**src/rtl/rcp_pkg.sv**
```systemverilog
package rcp_pkg;

  localparam int CORDIC_STAGES = 16;
  localparam int FRAC_BITS     = 16;
  localparam int GUARD_BITS    = 6;

  localparam int DATA_W = 32;
  localparam int ANG_W  = 19;
  localparam int MAG_W  = 33;

  localparam int GAIN_FRAC = 24;
  localparam int GAIN_W    = GAIN_FRAC + 1;

  localparam int XW        = DATA_W + GUARD_BITS + 3;
  localparam int ZW        = 42;
  localparam int ANG_SHIFT = 32 - FRAC_BITS;
  localparam int SHIFT_W   = $clog2(CORDIC_STAGES);
  localparam int LO_W      = XW / 2;
  localparam int PROD_W    = DATA_W + GAIN_W;
  localparam int SUM_W     = XW + GAIN_W;

  localparam logic signed [GAIN_W-1:0] GAIN = GAIN_W'(24'd10188014);

  localparam logic signed [ZW-1:0] PI_Q32      = ZW'(36'h3243F6A89);
  localparam logic signed [ZW-1:0] HALF_PI_Q32 = ZW'(36'h1921FB544);
  localparam logic signed [ZW-1:0] TWO_PI_Q32  = ZW'(40'h6487ED5111);
  localparam logic [35:0]          TWO_PI_Q28  = 36'h6487ED511;

  localparam logic signed [ZW-1:0] ANG_RND = ZW'(1) <<< (31 - FRAC_BITS);
  localparam logic signed [ZW-1:0] PI_F    = (PI_Q32 + ANG_RND) >>> ANG_SHIFT;

  localparam logic signed [MAG_W-1:0] MAG_MAX = MAG_W'(33'd3037000500);

  typedef enum logic [0:0] {
    OP_TO_POLAR = 1'b0,
    OP_TO_RECT  = 1'b1
  } rcp_op_e;

  typedef struct packed {
    rcp_op_e                 op;
    logic                    zero;
    logic signed [XW-1:0]    x;
    logic signed [XW-1:0]    y;
    logic signed [ZW-1:0]    z;
    logic [DATA_W-1:0]       echo_a;
    logic [DATA_W-1:0]       echo_b;
  } rcp_data_t;

  localparam logic [31:0] TURN_ATAN [32] = '{
    32'h20000000, 32'h12E4051E, 32'h09FB385B, 32'h051111D4, 32'h028B0D43,
    32'h0145D7E1, 32'h00A2F61E, 32'h00517C55, 32'h0028BE53, 32'h00145F2F,
    32'h000A2F98, 32'h000517CC, 32'h00028BE6, 32'h000145F3, 32'h0000A2F9,
    32'h0000517C, 32'h000028BE, 32'h0000145F, 32'h00000A2F, 32'h00000517,
    32'h0000028B, 32'h00000145, 32'h000000A2, 32'h00000051, 32'h00000028,
    32'h00000014, 32'h0000000A, 32'h00000005, 32'h00000002, 32'h00000001,
    32'h00000000, 32'h00000000
  };

  function automatic logic signed [ZW-1:0] atan_rad(input int unsigned i);
    logic [67:0] prod;
    prod = 68'(TURN_ATAN[i[4:0]]) * 68'(TWO_PI_Q28);
    return ZW'(prod >> 28);
  endfunction

endpackage

```
**src/rtl/rcp_post.sv**
```systemverilog
module rcp_post (
  input  logic                                 clk_i,
  input  logic                                 rst_ni,
  input  logic                                 valid_i,
  output logic                                 ready_o,
  input  rcp_pkg::rcp_data_t                   data_i,
  output logic                                 valid_o,
  input  logic                                 stall_i,
  output logic signed [rcp_pkg::DATA_W-1:0]    real_out_o,
  output logic signed [rcp_pkg::DATA_W-1:0]    imag_out_o,
  output logic signed [rcp_pkg::MAG_W-1:0]     mag_out_o,
  output logic signed [rcp_pkg::ANG_W-1:0]     angle_out_o
);

  localparam int HI_W  = rcp_pkg::XW - rcp_pkg::LO_W;
  localparam int PLO_W = rcp_pkg::LO_W + rcp_pkg::GAIN_FRAC;
  localparam int PHI_W = HI_W + rcp_pkg::GAIN_W;
  localparam int MAG_SHIFT = rcp_pkg::GAIN_FRAC + rcp_pkg::GUARD_BITS;

  localparam logic signed [rcp_pkg::XW-1:0] G_RND =
      rcp_pkg::XW'(1) <<< (rcp_pkg::GUARD_BITS - 1);
  localparam logic signed [rcp_pkg::XW-1:0] S_MAX =
      (rcp_pkg::XW'(1) <<< (rcp_pkg::DATA_W - 1)) - 1;
  localparam logic signed [rcp_pkg::XW-1:0] S_MIN =
      -(rcp_pkg::XW'(1) <<< (rcp_pkg::DATA_W - 1));
  localparam logic signed [rcp_pkg::SUM_W-1:0] MAG_RND =
      rcp_pkg::SUM_W'(1) <<< (MAG_SHIFT - 1);

  typedef struct packed {
    rcp_pkg::rcp_op_e                      op;
    logic [PLO_W-1:0]                      p_lo;
    logic signed [PHI_W-1:0]               p_hi;
    logic signed [rcp_pkg::ANG_W-1:0]      ang;
    logic signed [rcp_pkg::DATA_W-1:0]     re;
    logic signed [rcp_pkg::DATA_W-1:0]     im;
    logic [rcp_pkg::DATA_W-1:0]            echo_a;
    logic [rcp_pkg::DATA_W-1:0]            echo_b;
  } stage_c_t;

  stage_c_t                             c_d, c_q;
  logic                                 c_valid_q;
  logic                                 d_valid_q;
  logic                                 ready_d;

  logic signed [rcp_pkg::ZW-1:0]        az;
  logic signed [rcp_pkg::XW-1:0]        rx, ry;

  logic signed [rcp_pkg::SUM_W-1:0]     sum, m;
  logic signed [rcp_pkg::DATA_W-1:0]    real_d, real_q, imag_d, imag_q;
  logic signed [rcp_pkg::MAG_W-1:0]     mag_d, mag_q;
  logic signed [rcp_pkg::ANG_W-1:0]     angle_d, angle_q;

  assign ready_d = !d_valid_q || !stall_i;
  assign ready_o = !c_valid_q || ready_d;

  always_comb begin
    c_d.op     = data_i.op;
    c_d.echo_a = data_i.echo_a;
    c_d.echo_b = data_i.echo_b;
    c_d.p_lo   = data_i.x[rcp_pkg::LO_W-1:0] * rcp_pkg::GAIN[rcp_pkg::GAIN_FRAC-1:0];
    c_d.p_hi   = $signed(data_i.x[rcp_pkg::XW-1:rcp_pkg::LO_W]) * rcp_pkg::GAIN;

    az = (data_i.z + rcp_pkg::ANG_RND) >>> rcp_pkg::ANG_SHIFT;
    if (data_i.zero) begin
      c_d.ang = '0;
    end else if (az > rcp_pkg::PI_F) begin
      c_d.ang = rcp_pkg::ANG_W'(rcp_pkg::PI_F);
    end else if (az < -rcp_pkg::PI_F) begin
      c_d.ang = rcp_pkg::ANG_W'(-rcp_pkg::PI_F);
    end else begin
      c_d.ang = rcp_pkg::ANG_W'(az);
    end

    rx = (data_i.x + G_RND) >>> rcp_pkg::GUARD_BITS;
    ry = (data_i.y + G_RND) >>> rcp_pkg::GUARD_BITS;
    c_d.re = (rx > S_MAX) ? rcp_pkg::DATA_W'(S_MAX) :
             (rx < S_MIN) ? rcp_pkg::DATA_W'(S_MIN) : rcp_pkg::DATA_W'(rx);
    c_d.im = (ry > S_MAX) ? rcp_pkg::DATA_W'(S_MAX) :
             (ry < S_MIN) ? rcp_pkg::DATA_W'(S_MIN) : rcp_pkg::DATA_W'(ry);
  end

  always_comb begin
    sum = (rcp_pkg::SUM_W'(c_q.p_hi) <<< rcp_pkg::LO_W)
        + $signed(rcp_pkg::SUM_W'(c_q.p_lo)) + MAG_RND;
    m   = sum >>> MAG_SHIFT;
    if (c_q.op == rcp_pkg::OP_TO_RECT) begin
      real_d  = c_q.re;
      imag_d  = c_q.im;
      mag_d   = {c_q.echo_a[rcp_pkg::DATA_W-1], c_q.echo_a};
      angle_d = c_q.echo_b[rcp_pkg::ANG_W-1:0];
    end else begin
      real_d  = c_q.echo_a;
      imag_d  = c_q.echo_b;
      mag_d   = (m > rcp_pkg::SUM_W'(rcp_pkg::MAG_MAX)) ? rcp_pkg::MAG_MAX
                                                       : rcp_pkg::MAG_W'(m);
      angle_d = c_q.ang;
    end
  end

  always_ff @(posedge clk_i or negedge rst_ni) begin
    if (!rst_ni) begin
      c_valid_q <= 1'b0;
      d_valid_q <= 1'b0;
    end else begin
      if (ready_o) begin
        c_valid_q <= valid_i;
      end
      if (ready_d) begin
        d_valid_q <= c_valid_q;
      end
    end
  end

  always_ff @(posedge clk_i) begin
    if (ready_o && valid_i) begin
      c_q <= c_d;
    end
    if (ready_d && c_valid_q) begin
      real_q  <= real_d;
      imag_q  <= imag_d;
      mag_q   <= mag_d;
      angle_q <= angle_d;
    end
  end

  assign valid_o     = d_valid_q;
  assign real_out_o  = real_q;
  assign imag_out_o  = imag_q;
  assign mag_out_o   = mag_q;
  assign angle_out_o = angle_q;

endmodule

```
**config.mk**
```make
export PLATFORM = sky130hd
export DESIGN_NAME = rcp_post
export DESIGN_NICKNAME = d
export VERILOG_FILES = /design/src/rtl/rcp_pkg.sv /design/src/rtl/rcp_post.sv
export SDC_FILE = /design/constraint.sdc
export NUM_CORES = 2
export LEC_CHECK = 0
export ABC_AREA = 1
export BUFFER_PORTS_ARGS = -buffer_cell sky130_fd_sc_hd__buf_2
export CAP_MARGIN = 40
export CORE_ASPECT_RATIO = 1.4
export CORE_MARGIN = 10
export CORE_UTILIZATION = 66
export CTS_BUF_LIST = sky130_fd_sc_hd__clkbuf_4
export CTS_CLUSTER_DIAMETER = 150
export CTS_CLUSTER_SIZE = 25
export DETAILED_ROUTE_END_ITERATION = 10
export PLACE_DENSITY = 0.88
export RECOVER_POWER = 50
export SYNTH_ARGS = -nofsm -noshare
export SYNTH_HDL_FRONTEND = slang
export SYNTH_SLANG_ARGS = --single-unit
```
**constraint.sdc**
```tcl
create_clock -name clk_i -period 12.6 [get_ports clk_i]
set_clock_uncertainty 0.05 [all_clocks]
set_input_delay 0.63 -clock clk_i [delete_from_list [all_inputs] [get_ports clk_i]]
set_output_delay 0.63 -clock clk_i [all_outputs]
set_load 0.005 [all_outputs]
```
==> flow_metrics.tcl <==
set metrics [dict create \
    finalSetupTns_ps 0 \
    cts_num_sinks 334 \
    synth_flop_cell "edfxtp_1" \
    cts_tree "done" \
    ys_ff_latch 334 \
    synth_warnings 0 \
    yosys-top-cells-area "edfxtp_1 28%, fa_1 22%, ha_1 15%" \
    period_share 0.5704 \
    cts_buffers 17 \
    fmax_ghz 0.1391 \
    relSlewSlack -1.608 \
    fin_ws_ps 5413 \
    fin_area_mm2 0.03869 \
    overflow 0 \
    grt_pass1_wl_um 162300 \
    clkTransAtPathRegs_ps 250 \
    instances_no_fill 4880 \
    track_usage 0.3314 \
    syn_nets 4851 \
    cp_data_required_time_ps 13080 \
    dieHeight_um 295.9 \
    fin_nets 5190 \
    outcome "finished, violations left" \
    slowest_delay_ps 640 \
    maxSlewViolCount 380 \
    critPathArrivalTime_ps 7670 \
    syn2layout_area_growth_pct 7.851 \
    synth_edf_count 332 \
    cts_htree_levels 1 \
    ys_seq_area_frac 0.2793 \
    grt_pass1_vias 28525 \
    fp.dieW_um 217.0 \
    grt_max_degree 89 \
    synth.most_common_cell "inv_1" \
    cts-root-buf "clkbuf_4" \
    async_flop_share 0.005988 \
    hp-class "primary input to asynchronous set/reset pin" \
    pre_cts_slack_ps 5156 \
    buffer_ports.inserted 291 \
    drc 0 \
    regToRegEndpoint "real_out_o[18]$_DFFE_PP_" \
    cp_max_fo 10 \
    synth.top_cell.area_share 0.2779 \
    avgViaCountPerCell 5.688 \
    post-dp-hpwl_um 88780 \
    dp_cells 4796 \
    initial_utilization 0.6633 \
    core_area_mm2 0.05409 \
    cpMaxStageDelayCell "clkbuf_1" \
    crit_type "primary input to flop" \
    rsz0062_at_grt "no" \
    drt_wl_total_um 106200 \
    cpMostUsedCell "fa_1" \
    violations "capacitance limit, slew limit" \
    multiInputGateArea_mm2 0.02235 \
    dieArea_mm2 0.06421 \
    synthCells 3814 \
    antenna_found_initial 10 \
    yosysUniqueCellTypes 56 \
    hold_viol_final 0 \
    seqCellArea_mm2 0.01002 \
    reg2regPathDepth 6 \
    dr.pass1.iters 6 \
    setup_viol 0 \
    place_congestion 1.003 \
    cts_buffer_depth 3 \
    crit_chain "clkbuf_1, fa_1, ha_1, inv_1, fa_1, inv_1, fa_1, inv_1, fa_1, inv_1, fa_1, fa_1, ha_1, nand4_1, o21ai_0, a21oi_1, o21ai_0, nand2_1, o211ai_1, a31oi_1, xor2_1" \
    syn_area_mm2 0.03588 \
    drt-initial-drc-count 3031 \
    drv_cap 6 \
    worst_slew_pin_slew_ps 3890 \
    ff2ff_setup_slack_ps 6390 \
    period_needed_ps 7187 \
    timing.rr.start "valid_o$_DFFE_PN0P_" \
    synth_common_cells "869 x inv_1, 697 x nand2_1, 440 x ha_1" \
    dpl_cell_area_mm2 0.03814 \
    yosys.area.top_type "edfxtp_1" \
    wl_per_cell_um 21.77 \
    syn_avg_cell_area_um2 9.406 \
    num_rows 101 \
    ant_nets 0 \
    critPathCaptureType "flop" \
    fillers 4082 \
    num_vias 27756 \
    drive_gt1_frac 0.07265 \
    worst_skew_pair.late_latency_ps 760 \
    ios 312 \
    startpoint_type "primary input" \
]
==> metrics by stage <==
stage	hold slack [ps]	util
after floorplan	284.4	-
after global placement	366.8	0.7047
after detailed placement	368.1	0.7052
after CTS	2.419	0.7191
after global routing	51.59	0.7153
final	85.08	0.7154
==> worst max path at each step <==
| stage | from | end | slack, ps | depth (start not counted) |
|---|---|---|---|---|
| 2_1_floorplan | data_i[164] | c_q[232]$_DFFE_PP_ | 6150 | 23 |
| 3_3_place_gp | data_i[167] | c_q[190]$_DFFE_PP_ | 5250 | 22 |
| 3_5_place_dp | data_i[167] | c_q[190]$_DFFE_PP_ | 5160 | 22 |
| 4_1_cts | data_i[167] | c_q[190]$_DFFE_PP_ | 5970 | 22 |
| 5_1_grt | data_i[167] | c_q[190]$_DFFE_PP_ | 5110 | 22 |
| 6_report | data_i[167] | c_q[192]$_DFFE_PP_ | 5410 | 21 |
==> final cells by class <==
class,instances,area share
Timing Repair Buffer,362,0.05022
Clock buffer,22,0.004269
Sequential cell,334,0.2590
Inverter,876,0.08505
Multi-Input combinational cell,2562,0.5776
Clock inverter,1,0.0004204
Tap cell,721,0.02332
Antenna cell,2,0.0001293
==> worst max-delay path: cells and delay by family <==
family	cells	cell delay (ps)
simple gates	2	220
buf+inv	5	1020
xor+xnor	1	180
compound gates	5	1610
fa+ha+maj	8	4000
==> flip-flops by register name, indices dropped and copies added (netlist names) <==
name / cells
c_q: 216
real_out_o: 32
valid_o: 1
imag_out_o: 32
mag_out_o: 33
c_valid_q: 1
angle_out_o: 19
==> cell usage in the layout (no fill, tap or decap), types with 18 or more instances in the layout <==
cell           instances
nor2_1               202
xor2_1               120
xnor2_1               37
nor4_1                23
nor3_2                18
edfxtp_1             332
o21ai_0              108
o21ai_2               20
inv_1                868
buf_2                150
a21oi_1              123
o21ai_1               30
fa_1                 403
nor3_1                37
nand3_1              106
nand4_1               45
clkbuf_1             145
clkbuf_4              22
nand2_1              697
ha_1                 440
dlygate4sd3_1         59
==> layer usage <==
metal | track usage | share of wire | vias up
met3 | 0.04286 | 0.075 | 296
met5 | 0 | 0.00083 | -
li1 | - | - | 12792
met2 | 0.5852 | 0.50 | 1332
met1 | 0.3950 | 0.37 | 13324
met4 | 0.1570 | 0.054 | 12
==> cells by family after synthesis <==
family                   synth area share
XOR/XNOR                          0.03854
AO/OA/AOI/OAI                     0.05880
adder cells (fa/ha/maj)            0.3783
buffers and inverters             0.09779
flip-flops                         0.2793
AND/OR/NAND/NOR                    0.1472
==> repair_timing <==
action	CTS	global route
gates resized for setup	0	0
setup buffers	0	0
hold endpoints to repair	58	2
hold buffers	57	2
Power is not shown: default switching activity piles up to over one toggle a cycle in this logic, so the estimate is an artifact.
