$ cat config.mk
export PLATFORM = sky130hd
export DESIGN_NAME = rcp_prep
export DESIGN_NICKNAME = d
export VERILOG_FILES = /design/src/rtl/rcp_pkg.sv /design/src/rtl/rcp_prep.sv
export SDC_FILE = /design/constraint.sdc
export NUM_CORES = 2
export LEC_CHECK = 0
export ABC_AREA = 1
export BUFFER_PORTS_ARGS = -buffer_cell sky130_fd_sc_hd__buf_2
export CORE_UTILIZATION = 51
export CTS_CLUSTER_SIZE = 20
export DETAILED_ROUTE_END_ITERATION = 10
export PLACE_DENSITY = 0.7
export SETUP_SLACK_MARGIN = 0.15
export SYNTH_ARGS = -nofsm -noshare
export SYNTH_HDL_FRONTEND = slang
export SYNTH_SLANG_ARGS = --single-unit
$ cat constraint.sdc
create_clock -name clk_i -period 24 [get_ports clk_i]
set_clock_uncertainty 0.2 [all_clocks]
set_input_delay 0 -clock clk_i [delete_from_list [all_inputs] [get_ports clk_i]]
set_output_delay 0 -clock clk_i [all_outputs]
set_load 0.01 [all_outputs]
$ cat src/rtl/rcp_pkg.sv
package rcp_pkg;

  localparam int CORDIC_STAGES = 16;
  localparam int FRAC_BITS     = 16;
  localparam int GUARD_BITS    = 6;

  localparam int DATA_W = 32;
  localparam int ANG_W  = 19;
  localparam int MAG_W  = 33;

  localparam int GAIN_FRAC = 24;
  localparam int GAIN_W    = GAIN_FRAC + 1;

  localparam int XW        = DATA_W + GUARD_BITS + 3;
  localparam int ZW        = 42;
  localparam int ANG_SHIFT = 32 - FRAC_BITS;
  localparam int SHIFT_W   = $clog2(CORDIC_STAGES);
  localparam int LO_W      = XW / 2;
  localparam int PROD_W    = DATA_W + GAIN_W;
  localparam int SUM_W     = XW + GAIN_W;

  localparam logic signed [GAIN_W-1:0] GAIN = GAIN_W'(24'd10188014);

  localparam logic signed [ZW-1:0] PI_Q32      = ZW'(36'h3243F6A89);
  localparam logic signed [ZW-1:0] HALF_PI_Q32 = ZW'(36'h1921FB544);
  localparam logic signed [ZW-1:0] TWO_PI_Q32  = ZW'(40'h6487ED5111);
  localparam logic [35:0]          TWO_PI_Q28  = 36'h6487ED511;

  localparam logic signed [ZW-1:0] ANG_RND = ZW'(1) <<< (31 - FRAC_BITS);
  localparam logic signed [ZW-1:0] PI_F    = (PI_Q32 + ANG_RND) >>> ANG_SHIFT;

  localparam logic signed [MAG_W-1:0] MAG_MAX = MAG_W'(33'd3037000500);

  typedef enum logic [0:0] {
    OP_TO_POLAR = 1'b0,
    OP_TO_RECT  = 1'b1
  } rcp_op_e;

  typedef struct packed {
    rcp_op_e                 op;
    logic                    zero;
    logic signed [XW-1:0]    x;
    logic signed [XW-1:0]    y;
    logic signed [ZW-1:0]    z;
    logic [DATA_W-1:0]       echo_a;
    logic [DATA_W-1:0]       echo_b;
  } rcp_data_t;

  localparam logic [31:0] TURN_ATAN [32] = '{
    32'h20000000, 32'h12E4051E, 32'h09FB385B, 32'h051111D4, 32'h028B0D43,
    32'h0145D7E1, 32'h00A2F61E, 32'h00517C55, 32'h0028BE53, 32'h00145F2F,
    32'h000A2F98, 32'h000517CC, 32'h00028BE6, 32'h000145F3, 32'h0000A2F9,
    32'h0000517C, 32'h000028BE, 32'h0000145F, 32'h00000A2F, 32'h00000517,
    32'h0000028B, 32'h00000145, 32'h000000A2, 32'h00000051, 32'h00000028,
    32'h00000014, 32'h0000000A, 32'h00000005, 32'h00000002, 32'h00000001,
    32'h00000000, 32'h00000000
  };

  function automatic logic signed [ZW-1:0] atan_rad(input int unsigned i);
    logic [67:0] prod;
    prod = 68'(TURN_ATAN[i[4:0]]) * 68'(TWO_PI_Q28);
    return ZW'(prod >> 28);
  endfunction

endpackage

$ cat src/rtl/rcp_prep.sv
module rcp_prep (
  input  logic                                 clk_i,
  input  logic                                 rst_ni,
  input  logic                                 valid_i,
  output logic                                 ready_o,
  input  logic                                 op_i,
  input  logic signed [rcp_pkg::DATA_W-1:0]    real_in_i,
  input  logic signed [rcp_pkg::DATA_W-1:0]    imag_in_i,
  input  logic signed [rcp_pkg::DATA_W-1:0]    mag_in_i,
  input  logic signed [rcp_pkg::ANG_W-1:0]     angle_in_i,
  output logic                                 valid_o,
  input  logic                                 ready_i,
  output rcp_pkg::rcp_data_t                   data_o
);

  localparam int ROT_SHIFT = rcp_pkg::GAIN_FRAC - rcp_pkg::GUARD_BITS;
  localparam logic signed [rcp_pkg::PROD_W-1:0] ROT_RND =
      rcp_pkg::PROD_W'(1) <<< (ROT_SHIFT - 1);

  typedef struct packed {
    rcp_pkg::rcp_op_e                         op;
    logic                                     zero;
    logic signed [rcp_pkg::XW-1:0]            x;
    logic signed [rcp_pkg::XW-1:0]            y;
    logic signed [rcp_pkg::ZW-1:0]            z;
    logic signed [rcp_pkg::PROD_W-1:0]        prod;
    logic [rcp_pkg::DATA_W-1:0]               echo_a;
    logic [rcp_pkg::DATA_W-1:0]               echo_b;
  } stage_a_t;

  stage_a_t                          a_d, a_q;
  logic                              a_valid_q;
  rcp_pkg::rcp_data_t                b_d, b_q;
  logic                              b_valid_q;
  logic                              ready_b;

  logic                              neg;
  logic signed [rcp_pkg::DATA_W:0]   xe, ye, xa, ya;
  logic signed [rcp_pkg::XW-1:0]     xw, yw;
  logic signed [rcp_pkg::ZW-1:0]     zr;

  logic                              flip;
  logic signed [rcp_pkg::ZW-1:0]     zf;
  logic signed [rcp_pkg::PROD_W-1:0] rsum;

  assign ready_b = !b_valid_q || ready_i;
  assign ready_o = !a_valid_q || ready_b;

  always_comb begin
    neg = real_in_i[rcp_pkg::DATA_W-1];
    xe  = {real_in_i[rcp_pkg::DATA_W-1], real_in_i};
    ye  = {imag_in_i[rcp_pkg::DATA_W-1], imag_in_i};
    xa  = neg ? -xe : xe;
    ya  = neg ? -ye : ye;
    xw  = rcp_pkg::XW'(xa);
    yw  = rcp_pkg::XW'(ya);
    zr  = rcp_pkg::ZW'(angle_in_i) <<< rcp_pkg::ANG_SHIFT;

    a_d.op   = rcp_pkg::rcp_op_e'(op_i);
    a_d.zero = (real_in_i == '0) && (imag_in_i == '0);
    a_d.x    = xw <<< rcp_pkg::GUARD_BITS;
    a_d.y    = yw <<< rcp_pkg::GUARD_BITS;
    a_d.prod = mag_in_i * rcp_pkg::GAIN;
    if (a_d.op == rcp_pkg::OP_TO_RECT) begin
      a_d.z      = (zr < -rcp_pkg::PI_Q32) ? zr + rcp_pkg::TWO_PI_Q32 : zr;
      a_d.echo_a = mag_in_i;
      a_d.echo_b = {{(rcp_pkg::DATA_W - rcp_pkg::ANG_W){angle_in_i[rcp_pkg::ANG_W-1]}},
                    angle_in_i};
    end else begin
      if (neg) begin
        a_d.z = imag_in_i[rcp_pkg::DATA_W-1] ? -rcp_pkg::PI_Q32 : rcp_pkg::PI_Q32;
      end else begin
        a_d.z = '0;
      end
      a_d.echo_a = real_in_i;
      a_d.echo_b = imag_in_i;
    end
  end

  always_comb begin
    flip = (a_q.z > rcp_pkg::HALF_PI_Q32) || (a_q.z < -rcp_pkg::HALF_PI_Q32);
    if (a_q.z > rcp_pkg::HALF_PI_Q32) begin
      zf = a_q.z - rcp_pkg::PI_Q32;
    end else if (a_q.z < -rcp_pkg::HALF_PI_Q32) begin
      zf = a_q.z + rcp_pkg::PI_Q32;
    end else begin
      zf = a_q.z;
    end
    // negate by complement: -floor(v) folds into the same rounding add
    rsum = (flip ? ~a_q.prod : a_q.prod) + ROT_RND;

    b_d.op     = a_q.op;
    b_d.zero   = a_q.zero;
    b_d.echo_a = a_q.echo_a;
    b_d.echo_b = a_q.echo_b;
    if (a_q.op == rcp_pkg::OP_TO_RECT) begin
      b_d.x = rcp_pkg::XW'(rsum >>> ROT_SHIFT);
      b_d.y = '0;
      b_d.z = zf;
    end else begin
      b_d.x = a_q.x;
      b_d.y = a_q.y;
      b_d.z = a_q.z;
    end
  end

  always_ff @(posedge clk_i or negedge rst_ni) begin
    if (!rst_ni) begin
      a_valid_q <= 1'b0;
      b_valid_q <= 1'b0;
    end else begin
      if (ready_o) begin
        a_valid_q <= valid_i;
      end
      if (ready_b) begin
        b_valid_q <= a_valid_q;
      end
    end
  end

  always_ff @(posedge clk_i) begin
    if (ready_o && valid_i) begin
      a_q <= a_d;
    end
    if (ready_b && a_valid_q) begin
      b_q <= b_d;
    end
  end

  assign valid_o = b_valid_q;
  assign data_o  = b_q;

endmodule

==> impl_summary.log <==
INFO  metric numCtsBuffers = 38
INFO  metric fin_tns_setup = 0 ns
INFO  metric placement_rows = 96
INFO  metric hold_path.class = in -> reg
INFO  metric timing.reg2reg.worst_path_depth = 15
INFO  metric cp_max_fo = 10
INFO  metric drc = 0
INFO  metric yosys.area_share.adder = 32.3%
INFO  metric hold_viol_final = 0
INFO  metric layout.cells.most_common = inv_1
INFO  metric multi_input_area = 20600 sq um
INFO  metric crit_required = 24.08 ns
INFO  metric outcome = finished, final reports clean
INFO  metric synth-compound-area-share = 7.39%
INFO  metric timing.final.max_slew_violations = 0
INFO  metric synth_top_area_share = 32.2%
INFO  metric hold_path_startpoint = imag_in_i[0]
INFO  metric drv_cap = 0
INFO  metric routability_congestion_estimate_from_global_placement = 0.979
INFO  metric clkLatencyLatePin = 0.56 ns
INFO  metric layout_common_cells = 794 x inv_1, 593 x nand2_1, 380 x edfxtp_1, 359 x fa_1, 342 x ha_1
INFO  metric root_buffer_master = clkbuf_16
INFO  metric worst_path_cell_trace = dlygate4sd3_1 > buf_2 > fa_1 > inv_1 > fa_1 > fa_1 > fa_1 > inv_1 > fa_1 > fa_1 > inv_1 > fa_1 > inv_1 > ha_1 > nand2_1 > nor2_1 > inv_1 > nor4_1 > a21oi_1 > o21ai_0 > xor2_1
INFO  metric num_vias = 27200
INFO  metric cp.buffers_inverters = 7
INFO  metric drt_first_pass_iters = 6
INFO  metric period_needed = 6.57 ns
INFO  metric nets = 5038
INFO  metric drt-total-wl = 102 mm
INFO  metric synth_sequential_area_ratio = 32.3%
INFO  metric timing.fmax = 152 MHz
INFO  metric clock_path_buffers = 3
INFO  metric critical-path-slowest-cell = fa_1
INFO  metric clkTransAtPathRegs = 0.06 ns
INFO  metric criticalPathCategory = in -> reg
INFO  metric synth_edf_count = 380
INFO  metric ys_async_sr_fraction = 0.524%
INFO  metric critPathCaptureType = register
INFO  metric post_synth_mux_area_share = 0%
INFO  metric relSlewSlack = 21.2%
INFO  metric first_global_vias = 27700
INFO  metric syn-cell-area = 35500 sq um
INFO  metric dp_hpwl = 80.4 mm
INFO  metric drtIter0Drc = 2067
INFO  metric synthesis.area_per_instance = 9.47 sq um
INFO  metric synth-main-ff-cell = edfxtp_1
INFO  metric hold_path_end = a_q[169]$_DFFE_PP_
INFO  metric global_route_wire_length_before_repair = 157 mm
INFO  metric grt-ovfl-total = 0
INFO  metric layout_setup_ws = 17.43 ns
INFO  metric whs = 0.0207 ns
INFO  metric grt_setup_unrepaired = false
INFO  metric synth_simple_gate_area_share = 13.3%
INFO  metric yosysWarningCount = 0
INFO  metric coreArea = 68700 sq um
INFO  metric ctsHtreeMaxLevel = 2
INFO  metric floorplan.die_area = 70600 sq um
INFO  metric grt_use_total = 29.0%
INFO  metric grt_max_degree = 119
INFO  metric worstHoldPathCells = 2
INFO  metric most_prevalent_standard_cell_on_the_critical_path = fa_1
INFO  metric synthDistinctLibCells = 56
INFO  metric yosys.area_share.xor_xnor = 4.91%
INFO  metric route.detailed.wl_per_inst = 19.6 um
INFO  metric crit-reg2reg-launch = a_q[136]$_SDFFCE_PP0P_
INFO  metric dominant_combinational_cell_family_by_area_after_synthesis = adder cells
INFO  metric cp_top_family = adder cells
INFO  metric num_io_pins = 312
INFO  metric io_buffer_count = 305
INFO  metric cp_data_arrival_time = 6.65 ns
INFO  metric netlist_top_cells_area = edfxtp_1 32%, fa_1 20%, ha_1 12%
INFO  metric ys_ff_latch = 382
INFO  metric worst-slew-pin-transition = 1.17 ns
INFO  metric postSynthCellCount = 3744
INFO  metric cp_slowest_stage_delay = 0.60 ns
INFO  metric timing.critical_path.from_type = input pin
INFO  metric cts_num_sinks = 382
INFO  metric report.final.setup_viol = 0
INFO  metric ant_nets = 0
INFO  metric crit_path_start = mag_in_i[27]
INFO  metric cts_tree = built
INFO  metric num-fill-cells = 5936
INFO  metric route.detailed.vias_per_inst = 5.25
INFO  metric chipHeight = 266 um
INFO  metric critical_path.reg2reg.endpoint = data_o[160]$_DFFE_PP_
INFO  metric grt_antenna_before_repair = 4
INFO  metric finalCoreUtilization = 59.6%
INFO  metric synthDominantAreaCellType = edfxtp_1
INFO  metric drive_gt1_share = 10.1%
INFO  metric flow.area_growth_from_synthesis = 15.5%
INFO  metric register_area = 11500 sq um
INFO  metric die_x = 266 um
INFO  metric place_worst_setup_slack = 17.08 ns
INFO  metric final_min_period_over_clock_period = 27.4%
INFO  metric start_util = 51.6%
INFO  metric internal_reg_to_reg_setup_slack = 19.61 ns
## worst max-delay path by stage
stage	end	slack (ns)	cells past startpoint
2_1_floorplan	data_o[0]$_DFFE_PP_	13.90	1
3_3_place_gp	a_q[107]$_DFFE_PP_	17.11	21
3_5_place_dp	a_q[107]$_DFFE_PP_	17.08	21
4_1_cts	a_q[107]$_DFFE_PP_	17.41	22
5_1_grt	a_q[120]$_DFFE_PP_	16.98	26
6_report	a_q[107]$_DFFE_PP_	17.43	21
## cells by family (layout without fill, tap and decap cells)
family	count (synthesis)	in the layout
and+or+nand+nor	1129	1129
buffers and inverters	885	1378
adders and majority gates	701	701
AOI/OAI and AO/OA	447	447
DFF	382	382
xor gates and xnor gates	199	199
other	1	9
## timing repair
item	4_1_cts	5_1_grt
setup endpoints to repair	0	0
hold buffers	184	0
hold endpoints to repair	157	0
setup buffers	0	0
resized for setup	0	0
## cell usage after synthesis, drive strengths merged (33+ instances only)
library cell and n:
xnor2 39, inv 803, o21ai 172, edfxtp 380
a21oi 109, clkbuf 33, fa 359, o21bai 41
nor2 306, buf 43, nand2 601, nand3 126
ha 342, nor3 38, xor2 160
## worst reg2reg max path, cell delays in order (launching register included)
cell and delay (ns):
edfxtp_1 0.67, nor3_1 0.27, nand3_1 0.10, nand2_1 0.07, nand2_1 0.04, nand2_1 0.12, nand3_4 0.44, nand2_2 0.82
nand2_1 0.17, nand2_2 0.14, nand2_2 0.10, nor2_4 0.22, nand2_1 0.14, nor2_2 0.27, xnor2_1 0.27, o21ai_1 0.09
## metal layers
| metal | track usage, % | vias to the layer above | share of wire, % |
|---|---|---|---|
| met1 | 38.1 | 13200 | 42 |
| met2 | 49.9 | 876 | 49 |
| met3 | 2.76 | 217 | 4.9 |
| li1 | - | 12900 | - |
| met4 | 10.6 | 2 | 3.9 |
| met5 | 0 | - | 0.017 |
## cell type report
| class | instances | area share, % |
|---|---|---|
| diodes | 2 | 0.0122 |
| clock buffers | 41 | 2.35 |
| clock inverters | 25 | 0.629 |
| inverters | 809 | 7.43 |
| multi-input cells | 2483 | 50.3 |
| flip-flops and latches | 382 | 28.0 |
| well taps | 931 | 2.84 |
| repair buffers | 503 | 8.48 |
## sequential cells by signal, indices dropped and copies added (netlist names)
name	cells
valid_o	1
data_o	180
a_valid_q	1
a_q	200
## through the flow
step / instances / instance area (sq um)
finish: 5176 / 41000
global route: 5176 / 41000
CTS: 5174 / 41000
detailed placement: 4924 / 37900
global placement: 4924 / 37900
floorplan: 3750 / 35500
Power is left out: the tool's default activity adds up to more than one toggle a clock period on the data nets, which glitch-free logic cannot reach.
